File: config.mk
export PLATFORM = sky130hd
export DESIGN_NAME = point_in_mesh_parity_test_core_flat
export DESIGN_NICKNAME = d
export VERILOG_FILES = /design/src/design/pimpt_pkg.sv /design/src/design/pimpt_if.sv /design/src/design/pimpt_front.sv /design/src/design/pimpt_queue.sv /design/src/design/pimpt_mac.sv /design/src/design/pimpt_back.sv /design/src/design/point_in_mesh_parity_test_core.sv /design/src/flat_wrapper.sv
export VERILOG_INCLUDE_DIRS = /design/src /design/src/design
export SDC_FILE = /design/constraint.sdc
export NUM_CORES = 2
export LEC_CHECK = 0
export BUFFER_PORTS_ARGS = -buffer_cell sky130_fd_sc_hd__buf_4
export CAP_MARGIN = 25
export CORE_MARGIN = 5
export CORE_UTILIZATION = 35
export DETAILED_ROUTE_END_ITERATION = 8
export PLACE_DENSITY_LB_ADDON = 0.1
export SYNTH_ARGS = -nofsm -noshare
export SYNTH_HDL_FRONTEND = slang
export SYNTH_SLANG_ARGS = --single-unit
File: constraint.sdc
create_clock -name clk -period 28.4 [get_ports clk]
set_input_delay 2.84 -clock clk [delete_from_list [all_inputs] [get_ports clk]]
set_output_delay 2.84 -clock clk [all_outputs]
set_load 0.05 [all_outputs]
File: src/design/point_in_mesh_parity_test_core_macros.svh
// Assertion macros used by the mesh parity test back end.
`ifndef POINT_IN_MESH_PARITY_TEST_CORE_MACROS_SVH
`define POINT_IN_MESH_PARITY_TEST_CORE_MACROS_SVH
`ifndef SYNTHESIS
`define PIMPT_ASSERT_IMP(lbl, clk, rst_n, ante, cons) \
  lbl: assert property (@(posedge clk) disable iff (!rst_n) (ante) |-> (cons)) \
    else $error("assertion failed");
`define PIMPT_ASSERT_NXT(lbl, clk, rst_n, ante, cons) \
  lbl: assert property (@(posedge clk) disable iff (!rst_n) (ante) |=> (cons)) \
    else $error("assertion failed");
`else
`define PIMPT_ASSERT_IMP(lbl, clk, rst_n, ante, cons)
`define PIMPT_ASSERT_NXT(lbl, clk, rst_n, ante, cons)
`endif
`endif

File: src/design/pimpt_pkg.sv
// Shared types and constants of the mesh parity test.
`default_nettype none
package pimpt_pkg;

  // field slots of a queue word, each one difference wide
  localparam int FLD_UX  = 0;
  localparam int FLD_UY  = 1;
  localparam int FLD_UZ  = 2;
  localparam int FLD_VX  = 3;
  localparam int FLD_VY  = 4;
  localparam int FLD_VZ  = 5;
  localparam int FLD_E1X = 6;
  localparam int FLD_E1Y = 7;
  localparam int FLD_Q1X = 8;
  localparam int FLD_Q1Y = 9;
  localparam int FLD_E2X = 10;
  localparam int FLD_E2Y = 11;
  localparam int FLD_Q2X = 12;
  localparam int FLD_Q2Y = 13;
  localparam int FLD_E3X = 14;
  localparam int FLD_E3Y = 15;
  localparam int FLD_Q3X = 16;
  localparam int FLD_Q3Y = 17;
  localparam int FLD_DZ  = 18;
  localparam int FLD_DX  = 19;
  localparam int FLD_DY  = 20;
  localparam int NFLD    = 21;

  // flag bits above the fields
  localparam int FLG_BELOW = 0;
  localparam int FLG_ABOVE = 1;
  localparam int FLG_LAST  = 2;
  localparam int NFLG      = 3;

  localparam int QDEPTH = 2;

  // register indexes
  localparam logic [1:0] REG_QX = 2'd0;
  localparam logic [1:0] REG_QY = 2'd1;
  localparam logic [1:0] REG_QZ = 2'd2;

  typedef enum logic [3:0] {
    STEP_NZ_A, STEP_NZ_B,
    STEP_D1_A, STEP_D1_B,
    STEP_D2_A, STEP_D2_B,
    STEP_D3_A, STEP_D3_B,
    STEP_NX_A, STEP_NX_B,
    STEP_NY_A, STEP_NY_B,
    STEP_S_Z, STEP_S_X, STEP_S_Y
  } step_t;

  typedef enum logic [3:0] {
    ST_IDLE = 4'b0001,
    ST_LOAD = 4'b0010,
    ST_WAIT = 4'b0100,
    ST_FIN  = 4'b1000
  } state_t;

  typedef struct packed {
    logic start;
    logic accum;
    logic neg;
  } mac_ctl_t;

endpackage
`default_nettype wire

File: src/design/pimpt_if.sv
// Triangle and result channel interfaces.
`default_nettype none
interface pimpt_in_if #(parameter int CB = 32);
  logic          valid;
  logic          ready;
  logic [CB-1:0] ax, ay, az, bx, by, bz, cx, cy, cz;
  logic          last_triangle;
  modport source (output valid, ax, ay, az, bx, by, bz, cx, cy, cz, last_triangle,
                  input ready);
  modport sink (input valid, ax, ay, az, bx, by, bz, cx, cy, cz, last_triangle,
                output ready);
endinterface

interface pimpt_out_if;
  logic valid;
  logic ready;
  logic inside_res;
  modport source (output valid, inside_res, input ready);
  modport sink (input valid, inside_res, output ready);
endinterface
`default_nettype wire

File: src/design/pimpt_front.sv
// Front end: take triangle words, form differences and z classes.
`default_nettype none
module pimpt_front import pimpt_pkg::*; #(
  parameter int CB = 32,
  parameter int D  = CB + 1,
  parameter int EW = NFLD * D + NFLG
) (
  pimpt_in_if.sink                in_ch,
  input  wire logic signed [CB-1:0] qx,
  input  wire logic signed [CB-1:0] qy,
  input  wire logic signed [CB-1:0] qz,
  input  wire logic                 q_ready,
  output logic                      q_push,
  output logic [EW-1:0]             q_din
);

  function automatic logic signed [D-1:0] dif(input logic signed [CB-1:0] p,
                                               input logic signed [CB-1:0] q);
    return {p[CB-1], p} - {q[CB-1], q};
  endfunction

  logic signed [CB-1:0] ax, ay, az, bx, by, bz, cx, cy, cz;
  logic [D-1:0] fld [NFLD];

  assign ax = in_ch.ax;
  assign ay = in_ch.ay;
  assign az = in_ch.az;
  assign bx = in_ch.bx;
  assign by = in_ch.by;
  assign bz = in_ch.bz;
  assign cx = in_ch.cx;
  assign cy = in_ch.cy;
  assign cz = in_ch.cz;

  assign in_ch.ready = q_ready;
  assign q_push      = in_ch.valid & q_ready;

  always_comb begin
    fld[FLD_UX]  = dif(bx, ax);
    fld[FLD_UY]  = dif(by, ay);
    fld[FLD_UZ]  = dif(bz, az);
    fld[FLD_VX]  = dif(cx, ax);
    fld[FLD_VY]  = dif(cy, ay);
    fld[FLD_VZ]  = dif(cz, az);
    fld[FLD_E1X] = dif(bx, ax);
    fld[FLD_E1Y] = dif(by, ay);
    fld[FLD_Q1X] = dif(qx, ax);
    fld[FLD_Q1Y] = dif(qy, ay);
    fld[FLD_E2X] = dif(cx, bx);
    fld[FLD_E2Y] = dif(cy, by);
    fld[FLD_Q2X] = dif(qx, bx);
    fld[FLD_Q2Y] = dif(qy, by);
    fld[FLD_E3X] = dif(ax, cx);
    fld[FLD_E3Y] = dif(ay, cy);
    fld[FLD_Q3X] = dif(qx, cx);
    fld[FLD_Q3Y] = dif(qy, cy);
    fld[FLD_DZ]  = dif(az, qz);
    fld[FLD_DX]  = dif(ax, qx);
    fld[FLD_DY]  = dif(ay, qy);
    for (int k = 0; k < NFLD; k++) begin
      q_din[k*D +: D] = fld[k];
    end
    q_din[NFLD*D + FLG_BELOW] = (az < qz) && (bz < qz) && (cz < qz);
    q_din[NFLD*D + FLG_ABOVE] = (az > qz) && (bz > qz) && (cz > qz);
    q_din[NFLD*D + FLG_LAST]  = in_ch.last_triangle;
  end

endmodule
`default_nettype wire

File: src/design/pimpt_queue.sv
// Short queue between front and back end.
`default_nettype none
module pimpt_queue import pimpt_pkg::*; #(
  parameter int W = 8
) (
  input  wire logic         clk,
  input  wire logic         rst_n,
  input  wire logic         push,
  input  wire logic [W-1:0] din,
  output logic              ready,
  output logic              valid,
  output logic [W-1:0]      dout,
  input  wire logic         pop
);

  localparam int PW = $clog2(QDEPTH);

  logic [W-1:0]  mem_r [QDEPTH];
  logic [PW-1:0] wr_r, rd_r;
  logic [PW:0]   cnt_r;

  assign ready = cnt_r != (PW+1)'(QDEPTH);
  assign valid = cnt_r != '0;
  assign dout  = mem_r[rd_r];

  always_ff @(posedge clk) begin
    if (!rst_n) begin
      wr_r  <= '0;
      rd_r  <= '0;
      cnt_r <= '0;
    end else begin
      if (push) wr_r <= wr_r + 1'b1;
      if (pop)  rd_r <= rd_r + 1'b1;
      cnt_r <= cnt_r + (PW+1)'(push) - (PW+1)'(pop);
    end
  end

  always_ff @(posedge clk) begin
    if (push) mem_r[wr_r] <= din;
  end

endmodule
`default_nettype wire

File: src/design/pimpt_mac.sv
// Bit-serial signed multiply-accumulate unit.
`default_nettype none
module pimpt_mac import pimpt_pkg::*; #(
  parameter int WA = 67,
  parameter int WB = 33,
  parameter int WS = 102
) (
  input  wire logic                 clk,
  input  wire logic                 rst_n,
  input  wire mac_ctl_t             ctl,
  input  wire logic signed [WA-1:0] a,
  input  wire logic signed [WB-1:0] b,
  output logic                      done,
  output logic signed [WS-1:0]      acc
);

  localparam int CW = $clog2(WB);

  logic          busy_r, done_r;
  logic [CW-1:0] cnt_r;
  logic [WS-1:0] mc_r, acc_r, a_ext, addend;
  logic [WB-1:0] mp_r;
  logic          top_bit;

  assign a_ext   = {{(WS-WA){a[WA-1]}}, a};
  assign addend  = mp_r[0] ? mc_r : '0;
  assign top_bit = cnt_r == CW'(WB-1);
  assign done    = done_r;
  assign acc     = acc_r;

  always_ff @(posedge clk) begin
    if (!rst_n) begin
      busy_r <= 1'b0;
      done_r <= 1'b0;
      cnt_r  <= '0;
    end else begin
      done_r <= 1'b0;
      if (ctl.start) begin
        busy_r <= 1'b1;
        cnt_r  <= '0;
      end else if (busy_r) begin
        cnt_r <= cnt_r + 1'b1;
        if (top_bit) begin
          busy_r <= 1'b0;
          done_r <= 1'b1;
        end
      end
    end
  end

  // the multiplier's sign bit carries negative weight
  always_ff @(posedge clk) begin
    if (ctl.start) begin
      acc_r <= ctl.accum ? acc_r : '0;
      mc_r  <= ctl.neg ? -a_ext : a_ext;
      mp_r  <= b;
    end else if (busy_r) begin
      acc_r <= top_bit ? acc_r - addend : acc_r + addend;
      mc_r  <= mc_r << 1;
      mp_r  <= mp_r >> 1;
    end
  end

endmodule
`default_nettype wire

File: src/design/pimpt_back.sv
// Back end: sequence the crossing test and keep the hit parity.
`default_nettype none
`include "point_in_mesh_parity_test_core_macros.svh"
module pimpt_back import pimpt_pkg::*; #(
  parameter int CB = 32,
  parameter int D  = CB + 1,
  parameter int EW = NFLD * D + NFLG
) (
  input  wire logic          clk,
  input  wire logic          rst_n,
  input  wire logic          q_valid,
  input  wire logic [EW-1:0] q_dout,
  output logic               q_pop,
  pimpt_out_if.source        out_ch
);

  localparam int WM = 2 * D + 1;
  localparam int WS = 3 * D + 3;

  state_t  state_r;
  step_t   step_r;
  logic signed [WM-1:0] nz_r, nx_r, ny_r;
  logic    negf_r, posf_r, hit_r, parity_r, out_valid_r, out_bit_r;

  mac_ctl_t             mac_ctl;
  logic signed [WM-1:0] op_a;
  logic signed [D-1:0]  op_b;
  logic                 mac_done;
  logic signed [WS-1:0] acc;
  logic                 acc_nz, acc_neg, acc_pos, gate_neg, gate_pos;
  logic                 below, above, last, stall;

  function automatic logic signed [D-1:0] fld(input logic [EW-1:0] e, input int k);
    return e[k*D +: D];
  endfunction

  function automatic logic signed [WM-1:0] ext(input logic signed [D-1:0] v);
    return {{(WM-D){v[D-1]}}, v};
  endfunction

  assign below    = q_dout[NFLD*D + FLG_BELOW];
  assign above    = q_dout[NFLD*D + FLG_ABOVE];
  assign last     = q_dout[NFLD*D + FLG_LAST];
  assign acc_nz   = |acc;
  assign acc_neg  = acc[WS-1];
  assign acc_pos  = acc_nz & ~acc_neg;
  assign gate_neg = negf_r | acc_neg;
  assign gate_pos = posf_r | acc_pos;
  assign stall    = last && out_valid_r && !out_ch.ready;
  assign q_pop    = (state_r == ST_FIN) && !stall;

  assign out_ch.valid      = out_valid_r;
  assign out_ch.inside_res = out_bit_r;

  always_comb begin
    mac_ctl.start = state_r == ST_LOAD;
    mac_ctl.accum = 1'b0;
    mac_ctl.neg   = 1'b0;
    op_a          = '0;
    op_b          = '0;
    unique case (step_r)
      STEP_NZ_A: begin op_a = ext(fld(q_dout, FLD_UX)); op_b = fld(q_dout, FLD_VY); end
      STEP_NZ_B: begin
        op_a = ext(fld(q_dout, FLD_UY)); op_b = fld(q_dout, FLD_VX);
        mac_ctl.accum = 1'b1; mac_ctl.neg = 1'b1;
      end
      STEP_D1_A: begin op_a = ext(fld(q_dout, FLD_E1X)); op_b = fld(q_dout, FLD_Q1Y); end
      STEP_D1_B: begin
        op_a = ext(fld(q_dout, FLD_E1Y)); op_b = fld(q_dout, FLD_Q1X);
        mac_ctl.accum = 1'b1; mac_ctl.neg = 1'b1;
      end
      STEP_D2_A: begin op_a = ext(fld(q_dout, FLD_E2X)); op_b = fld(q_dout, FLD_Q2Y); end
      STEP_D2_B: begin
        op_a = ext(fld(q_dout, FLD_E2Y)); op_b = fld(q_dout, FLD_Q2X);
        mac_ctl.accum = 1'b1; mac_ctl.neg = 1'b1;
      end
      STEP_D3_A: begin op_a = ext(fld(q_dout, FLD_E3X)); op_b = fld(q_dout, FLD_Q3Y); end
      STEP_D3_B: begin
        op_a = ext(fld(q_dout, FLD_E3Y)); op_b = fld(q_dout, FLD_Q3X);
        mac_ctl.accum = 1'b1; mac_ctl.neg = 1'b1;
      end
      STEP_NX_A: begin op_a = ext(fld(q_dout, FLD_UY)); op_b = fld(q_dout, FLD_VZ); end
      STEP_NX_B: begin
        op_a = ext(fld(q_dout, FLD_UZ)); op_b = fld(q_dout, FLD_VY);
        mac_ctl.accum = 1'b1; mac_ctl.neg = 1'b1;
      end
      STEP_NY_A: begin op_a = ext(fld(q_dout, FLD_UZ)); op_b = fld(q_dout, FLD_VX); end
      STEP_NY_B: begin
        op_a = ext(fld(q_dout, FLD_UX)); op_b = fld(q_dout, FLD_VZ);
        mac_ctl.accum = 1'b1; mac_ctl.neg = 1'b1;
      end
      STEP_S_Z: begin op_a = nz_r; op_b = fld(q_dout, FLD_DZ); end
      STEP_S_X: begin op_a = nx_r; op_b = fld(q_dout, FLD_DX); mac_ctl.accum = 1'b1; end
      STEP_S_Y: begin op_a = ny_r; op_b = fld(q_dout, FLD_DY); mac_ctl.accum = 1'b1; end
      default: ;
    endcase
  end

  pimpt_mac #(.WA(WM), .WB(D), .WS(WS)) u_mac (
    .clk   (clk),
    .rst_n (rst_n),
    .ctl   (mac_ctl),
    .a     (op_a),
    .b     (op_b),
    .done  (mac_done),
    .acc   (acc)
  );

  always_ff @(posedge clk) begin
    if (!rst_n) begin
      state_r     <= ST_IDLE;
      parity_r    <= 1'b0;
      out_valid_r <= 1'b0;
    end else begin
      if (out_valid_r && out_ch.ready) out_valid_r <= 1'b0;
      unique case (state_r)
        ST_IDLE: begin
          if (q_valid) begin
            state_r <= below ? ST_FIN : ST_LOAD;
          end
        end
        ST_LOAD: state_r <= ST_WAIT;
        ST_WAIT: begin
          if (mac_done) begin
            state_r <= ST_LOAD;
            unique case (step_r)
              STEP_NZ_B: if (!acc_nz) state_r <= ST_FIN;
              STEP_D3_B: if ((gate_neg && gate_pos) || above) state_r <= ST_FIN;
              STEP_S_Y:  state_r <= ST_FIN;
              default: ;
            endcase
          end
        end
        ST_FIN: begin
          if (!stall) begin
            state_r <= ST_IDLE;
            if (last) begin
              out_valid_r <= 1'b1;
              parity_r    <= 1'b0;
            end else begin
              parity_r <= parity_r ^ hit_r;
            end
          end
        end
        default: state_r <= ST_IDLE;
      endcase
    end
  end

  // payload of the sequencer
  always_ff @(posedge clk) begin
    if (state_r == ST_IDLE && q_valid) begin
      step_r <= STEP_NZ_A;
      negf_r <= 1'b0;
      posf_r <= 1'b0;
      hit_r  <= 1'b0;
    end
    if (state_r == ST_WAIT && mac_done) begin
      step_r <= step_t'(step_r + 1'b1);
      unique case (step_r)
        STEP_NZ_B: nz_r <= acc[WM-1:0];
        STEP_D1_B, STEP_D2_B: begin
          negf_r <= gate_neg;
          posf_r <= gate_pos;
        end
        STEP_D3_B: if (!(gate_neg && gate_pos) && above) hit_r <= 1'b1;
        STEP_NX_B: nx_r <= acc[WM-1:0];
        STEP_NY_B: ny_r <= acc[WM-1:0];
        STEP_S_Y:  hit_r <= acc_nz && (acc_neg == nz_r[WM-1]);
        default: ;
      endcase
    end
    if (q_pop && last) out_bit_r <= parity_r ^ hit_r;
  end

  `PIMPT_ASSERT_IMP(a_pop_in_fin, clk, rst_n, q_pop, state_r == ST_FIN && q_valid)
  `PIMPT_ASSERT_IMP(a_done_in_wait, clk, rst_n, mac_done, state_r == ST_WAIT)
  `PIMPT_ASSERT_NXT(a_load_then_wait, clk, rst_n, state_r == ST_LOAD, state_r == ST_WAIT)

endmodule
`default_nettype wire

File: src/design/point_in_mesh_parity_test_core.sv
// Top level of the point-in-mesh parity test.
// Casts a ray from the query point (configuration registers, signed fixed point) toward +z
// and toggles a parity bit for each triangle it crosses; the word carrying last_triangle
// yields one inside_res word and clears the parity. The front end takes one triangle per
// cycle into a two-word queue while the queue has room. The back end runs up to fifteen
// exact products through one bit-serial multiply-accumulate unit.
// The back end runs no product for a triangle below the point, two for a degenerate one,
// eight for one wholly above the point, and fifteen for a full plane test. That unit sets
// the sustained rate.
`default_nettype none
module point_in_mesh_parity_test_core import pimpt_pkg::*; #(
  parameter int COORD_BITS = 32,
  parameter int FRAC_BITS  = 16,
  parameter int PW = (COORD_BITS > 32) ? 64 : 32,
  parameter int AW = (COORD_BITS > 32) ? 5 : 4
) (
  input  wire logic          clk,
  input  wire logic          rst_n,
  pimpt_in_if.sink           in_ch,
  pimpt_out_if.source        out_ch,
  input  wire logic          cfg_psel,
  input  wire logic          cfg_penable,
  input  wire logic          cfg_pwrite,
  input  wire logic [AW-1:0] cfg_paddr,
  input  wire logic [PW-1:0] cfg_pwdata,
  output logic [PW-1:0]      cfg_prdata,
  output logic               cfg_pready
);

  localparam int D  = COORD_BITS + 1;
  localparam int EW = NFLD * D + NFLG;
  // scale of the fixed point moves no decision; a negative value only blocks config writes
  localparam int FB = FRAC_BITS;

  logic signed [COORD_BITS-1:0] qx_r, qy_r, qz_r, rd_val;
  logic [1:0]    idx;
  logic          wr_en;
  logic          q_push, q_ready, q_valid, q_pop;
  logic [EW-1:0] q_din, q_dout;

  assign idx        = cfg_paddr[AW-1:AW-2];
  assign cfg_pready = 1'b1;
  assign wr_en      = cfg_psel && cfg_penable && cfg_pwrite && (FB >= 0);

  always_ff @(posedge clk) begin
    if (!rst_n) begin
      qx_r <= '0;
      qy_r <= '0;
      qz_r <= '0;
    end else if (wr_en) begin
      unique case (idx)
        REG_QX: qx_r <= cfg_pwdata[COORD_BITS-1:0];
        REG_QY: qy_r <= cfg_pwdata[COORD_BITS-1:0];
        REG_QZ: qz_r <= cfg_pwdata[COORD_BITS-1:0];
        default: ;
      endcase
    end
  end

  always_comb begin
    unique case (idx)
      REG_QX:  rd_val = qx_r;
      REG_QY:  rd_val = qy_r;
      REG_QZ:  rd_val = qz_r;
      default: rd_val = '0;
    endcase
    cfg_prdata = PW'(rd_val);
  end

  pimpt_front #(.CB(COORD_BITS), .D(D), .EW(EW)) u_front (
    .in_ch   (in_ch),
    .qx      (qx_r),
    .qy      (qy_r),
    .qz      (qz_r),
    .q_ready (q_ready),
    .q_push  (q_push),
    .q_din   (q_din)
  );

  pimpt_queue #(.W(EW)) u_queue (
    .clk   (clk),
    .rst_n (rst_n),
    .push  (q_push),
    .din   (q_din),
    .ready (q_ready),
    .valid (q_valid),
    .dout  (q_dout),
    .pop   (q_pop)
  );

  pimpt_back #(.CB(COORD_BITS), .D(D), .EW(EW)) u_back (
    .clk     (clk),
    .rst_n   (rst_n),
    .q_valid (q_valid),
    .q_dout  (q_dout),
    .q_pop   (q_pop),
    .out_ch  (out_ch)
  );

endmodule
`default_nettype wire

File: src/flat_wrapper.sv
// flat-port wrapper written by rule: the top's interface ports become plain ports
module point_in_mesh_parity_test_core_flat import pimpt_pkg::*;
#(
  parameter int COORD_BITS = 32,
  parameter int FRAC_BITS  = 16,
  parameter int PW = (COORD_BITS > 32) ? 64 : 32,
  parameter int AW = (COORD_BITS > 32) ? 5 : 4
)
  (clk, rst_n, cfg_psel, cfg_penable, cfg_pwrite, cfg_paddr, cfg_pwdata, cfg_prdata, cfg_pready, in_ch_valid, in_ch_ax, in_ch_ay, in_ch_az, in_ch_bx, in_ch_by, in_ch_bz, in_ch_cx, in_ch_cy, in_ch_cz, in_ch_last_triangle, in_ch_ready, out_ch_valid, out_ch_inside_res, out_ch_ready);
  pimpt_in_if #(.CB((32))) in_ch_i ();
  pimpt_out_if out_ch_i ();
  input  wire logic clk;
  input  wire logic rst_n;
  input  wire logic cfg_psel;
  input  wire logic cfg_penable;
  input  wire logic cfg_pwrite;
  input  wire logic [AW-1:0] cfg_paddr;
  input  wire logic [PW-1:0] cfg_pwdata;
  output logic [PW-1:0] cfg_prdata;
  output logic cfg_pready;
  input wire logic [$bits(in_ch_i.valid)-1:0] in_ch_valid;
  input wire logic [$bits(in_ch_i.ax)-1:0] in_ch_ax;
  input wire logic [$bits(in_ch_i.ay)-1:0] in_ch_ay;
  input wire logic [$bits(in_ch_i.az)-1:0] in_ch_az;
  input wire logic [$bits(in_ch_i.bx)-1:0] in_ch_bx;
  input wire logic [$bits(in_ch_i.by)-1:0] in_ch_by;
  input wire logic [$bits(in_ch_i.bz)-1:0] in_ch_bz;
  input wire logic [$bits(in_ch_i.cx)-1:0] in_ch_cx;
  input wire logic [$bits(in_ch_i.cy)-1:0] in_ch_cy;
  input wire logic [$bits(in_ch_i.cz)-1:0] in_ch_cz;
  input wire logic [$bits(in_ch_i.last_triangle)-1:0] in_ch_last_triangle;
  output wire logic [$bits(in_ch_i.ready)-1:0] in_ch_ready;
  output wire logic [$bits(out_ch_i.valid)-1:0] out_ch_valid;
  output wire logic [$bits(out_ch_i.inside_res)-1:0] out_ch_inside_res;
  input wire logic [$bits(out_ch_i.ready)-1:0] out_ch_ready;
  assign in_ch_i.valid = in_ch_valid;
  assign in_ch_i.ax = in_ch_ax;
  assign in_ch_i.ay = in_ch_ay;
  assign in_ch_i.az = in_ch_az;
  assign in_ch_i.bx = in_ch_bx;
  assign in_ch_i.by = in_ch_by;
  assign in_ch_i.bz = in_ch_bz;
  assign in_ch_i.cx = in_ch_cx;
  assign in_ch_i.cy = in_ch_cy;
  assign in_ch_i.cz = in_ch_cz;
  assign in_ch_i.last_triangle = in_ch_last_triangle;
  assign in_ch_ready = in_ch_i.ready;
  assign out_ch_valid = out_ch_i.valid;
  assign out_ch_inside_res = out_ch_i.inside_res;
  assign out_ch_i.ready = out_ch_ready;
  point_in_mesh_parity_test_core #(.COORD_BITS(COORD_BITS), .FRAC_BITS(FRAC_BITS), .PW(PW), .AW(AW)) u_core (.clk(clk), .rst_n(rst_n), .in_ch(in_ch_i), .out_ch(out_ch_i), .cfg_psel(cfg_psel), .cfg_penable(cfg_penable), .cfg_pwrite(cfg_pwrite), .cfg_paddr(cfg_paddr), .cfg_pwdata(cfg_pwdata), .cfg_prdata(cfg_prdata), .cfg_pready(cfg_pready));
endmodule
==> impl_results.md <==
* Status: completed
* HPWL Detailed at 351000 um
* Top FF cell, synth: edfxtp_1
* Commonest non-fill, non-tap cells in the layout: edfxtp_1, nand2_1, ha_1
* Fin crit share at 33.5%
* Mapped Cells at 10.3k
* Type of origin of the critical path: flip-flop
* Worst flop-to-flop path endpoint: u_core.u_back.u_mac.acc[99]
* Number of H-tree levels at 4
* Effective utilization at floorplan at 35.2%
* Clock transition at the registers of the reported paths at 0.06 ns
* Critical path capture point type: flip-flop
* Pwr/cell area at 61.4 nW/um2
* Clock Sinks at 1813
* TritonCTS buffer count at 220
* Area of the die at 325000 um2
* Worst r2r src: u_core.u_back.u_mac.mc_r[7]
* Syn nets at 11.4k
* Final worst path period need at 9.51 ns
* Setup Buffers After CTS at 0
* FF-to-FF setup slack at 18.89 ns
* Post-layout nets at 11.7k
* Initial DRC count at 7755
* WP data arrival at 10.10 ns
* Least-Margin Pin Slew at 1.28 ns
* Commonest non-fill, non-tap cell in the layout: edfxtp_1
* Vias at 84.7k
* Synth cell types at 95
* Overflow left after global routing at 0
* CP required at 28.99 ns
* First-pass GRT wire length at 621000 um
* Post-Syn Area at 110000 um2
* Hold_buf cts at 0
* Fmax at 105 MHz
* Total track usage at 26.8%
* Crit path from: u_core.u_back.u_mac.mc_r[7]
* Synth-to-layout area growth at 13.6%
* Synth warn at 0
* Post-synth top area share at 46.4%
* Clock skew at 0.0473 ns
* Post-synth EDFFs at 1695
* Die extent in x at 570 um
* Crit Path Max Fanout at 16
* VDD IR max at 0.0516 mV
* Vias in the first global route at 83.8k
* Initial DRT Pass Iterations at 7
* Final-report setup violation count at 0
* Placement Cell Area at 117000 um2
* Max Buffers Root-to-Sink at 4
* Core area at 312000 um2
* Yosys reg bits at 1813
* Num rows at 205
* Max cap viols at 0
* CTS tree: yes
* Share of post-route cells with drive strength above 1 at 9.19%
* DRC viols at 0
* Input/output buffers at 364
* Post-synthesis sequential area ratio at 48.6%
* CTS Root Buffer Type: clkbuf_16
* Setup TNS at 0 ns
* Skew-Pair Late Insertion Delay at 0.91 ns
* DIE HEIGHT at 570 um
* Pin count of the biggest net entering global routing at 154
* Slew HR at 15.0%
* Hold violation total from the final report at 0
* DR WL/cell at 30.3 um
* Final slew viol count at 0
* RSZ-0062 raised after global routing: false
* Detailed Route WL at 452000 um
* LEAKAGE at 0.0464 uW
* Hold Path Class: reg -> reg
* # IOs at 368
* Initial antenna violation count at 24
* Final GP Congestion at 0.961
* Cts repair resizes at 0
* Vias per inst at 5.67
* Hold Path Depth at 2
* FFs w/ async S/R, synth at 0%
* Leading area contributor after synthesis: edfxtp_1
* Final antenna-violating net count at 0
* Hold endpoint: u_core.qz_r[9]
* Kind of critical path: reg -> reg
* Syn avg cell area at 10.7 um2
* Top cells by area, synth: edfxtp_1, ha_1, mux2i_1
* Design area at 125000 um2
* HP Start: u_core.qz_r[9]
* R2r worst-path depth at 27
per-stage QoR:
step | total power [uW] | util, % | hold WS (ns) | std cells | setup slack, ns
detailed placement | 4850 | 37.6 | 0.470 | 14500 | 18.87
finish | 7650 | 39.9 | 0.477 | 14900 | 18.89
CTS | 7700 | 39.9 | 0.479 | 14900 | 18.79
global placement | 4820 | 37.6 | 0.469 | 14500 | 18.91
global route | 7930 | 39.9 | 0.501 | 14900 | 18.42
floorplan | 4260 | - | 0.450 | 10300 | 8.46
synth_stat cells (24+ instances only):
cell type and number:
buf_2 30, o221ai_1 35, o22ai_1 178, a21oi_1 638, a211oi_1 59, o21a_1 173, a22oi_1 146, mux2i_1 507
o211ai_1 24, o21ai_0 546, a21o_1 333, xnor2_1 476, nand4_1 112, nand3_1 158, nand2_1 857, a221oi_1 35
nor2_1 690, o2111ai_1 46, inv_1 542, clkbuf_1 313, a21boi_0 135, nor3_1 149, or3_1 35, and2_1 39
o31ai_1 32, a22o_1 33, o21bai_1 95, nor4_1 114, dfxtp_1 118, and3_1 60, nand2b_1 133, xor2_1 214
ha_1 784, buf_1 62, a221o_1 34, or2_2 32, edfxtp_1 1695, a31oi_1 82, nor2b_1 143
cell families after synthesis:
logic type                 Yosys count  synth area share [%]
AOI/OAI and AO/OA                 2830                  16.9
xor gates and xnor gates           690                  5.51
adders and majority gates          804                  9.31
buffers and inverters              973                  3.52
DFF                               1813                  48.6
muxes                              533                  4.90
other                                1               0.00342
and+or+nand+nor                   2621                  11.3
how the worst max path moves through the flow:
stage                                  end  slack [ns]  depth (start not counted)
6_report       u_core.u_back.u_mac.acc[99]       18.89                         27
2_1_floorplan          u_core.u_queue.wr_r        8.46                          3
4_1_cts        u_core.u_back.u_mac.acc[99]       18.79                         27
3_3_place_gp   u_core.u_back.u_mac.acc[99]       18.91                         27
5_1_grt        u_core.u_back.u_mac.acc[99]       18.42                         27
3_5_place_dp   u_core.u_back.u_mac.acc[99]       18.87                         27
area by class of cell:
type                       instances  area, um2
timing repair buffer             539       4210
tap                             4140       5180
inverter                         542       2030
antenna                           13       32.5
sequential                      1813      53300
clock inverter                   139       1410
clock buffer                     260       5740
multi-input combinational       7479      52700
fill                           30400     187000
sequential cells by signal, indices dropped and copies added, names as in the netlist, 2 cells and up, named ones only:
name,cells
u_core.u_back.nx_r,67
u_core.u_back.u_mac.acc,102
u_core.u_queue.mem_r,1252
u_core.qy_r,32
u_core.qz_r,32
u_core.u_back.u_mac.cnt_r,6
u_core.u_back.state_r,4
u_core.u_queue.cnt_r,2
u_core.u_back.step_r,4
u_core.u_back.nz_r,67
u_core.u_back.ny_r,67
u_core.qx_r,32
u_core.u_back.u_mac.mc_r,102
u_core.u_back.u_mac.mp_r,33
worst max-delay path, cell delays in order (launching register included):
cell,delay [ns]
edfxtp_1,0.45
nor4_1,0.45
nand3b_1,0.21
o21ai_0,0.41
nand2_1,0.33
a21oi_1,0.59
nand4_1,0.56
a21o_1,0.41
nor2_1,0.13
buf_4,0.19
o21ai_2,0.16
buf_4,0.31
o211ai_1,0.13
ha_1,0.29
nand4_1,0.22
nor4bb_1,0.69
nand3_1,0.25
a211oi_1,0.77
o21ai_0,0.39
a211oi_1,0.33
o31ai_1,0.18
o211a_1,0.32
o21ai_0,0.22
buf_4,0.18
a21oi_1,0.18
o41ai_1,0.51
xnor2_1,0.18
nor2_1,0.06
per-layer routing:
layer  track usage, %  up-vias  part of all wire [%]
met5                0        -                     0
met4             12.6        0                   5.3
met3             3.42      662                   5.5
met2             43.0     2865                    46
met1             36.0    42200                    44
li1                 -    38900                     -
where the power goes:
part	leakage, uW	switching (uW)	internal, uW
Clock	0.00348	1180	1650
Sequential	0.0166	61.4	3200
Combinational	0.0263	1070	480
Note: power is estimated with default switching activity, not from simulation.
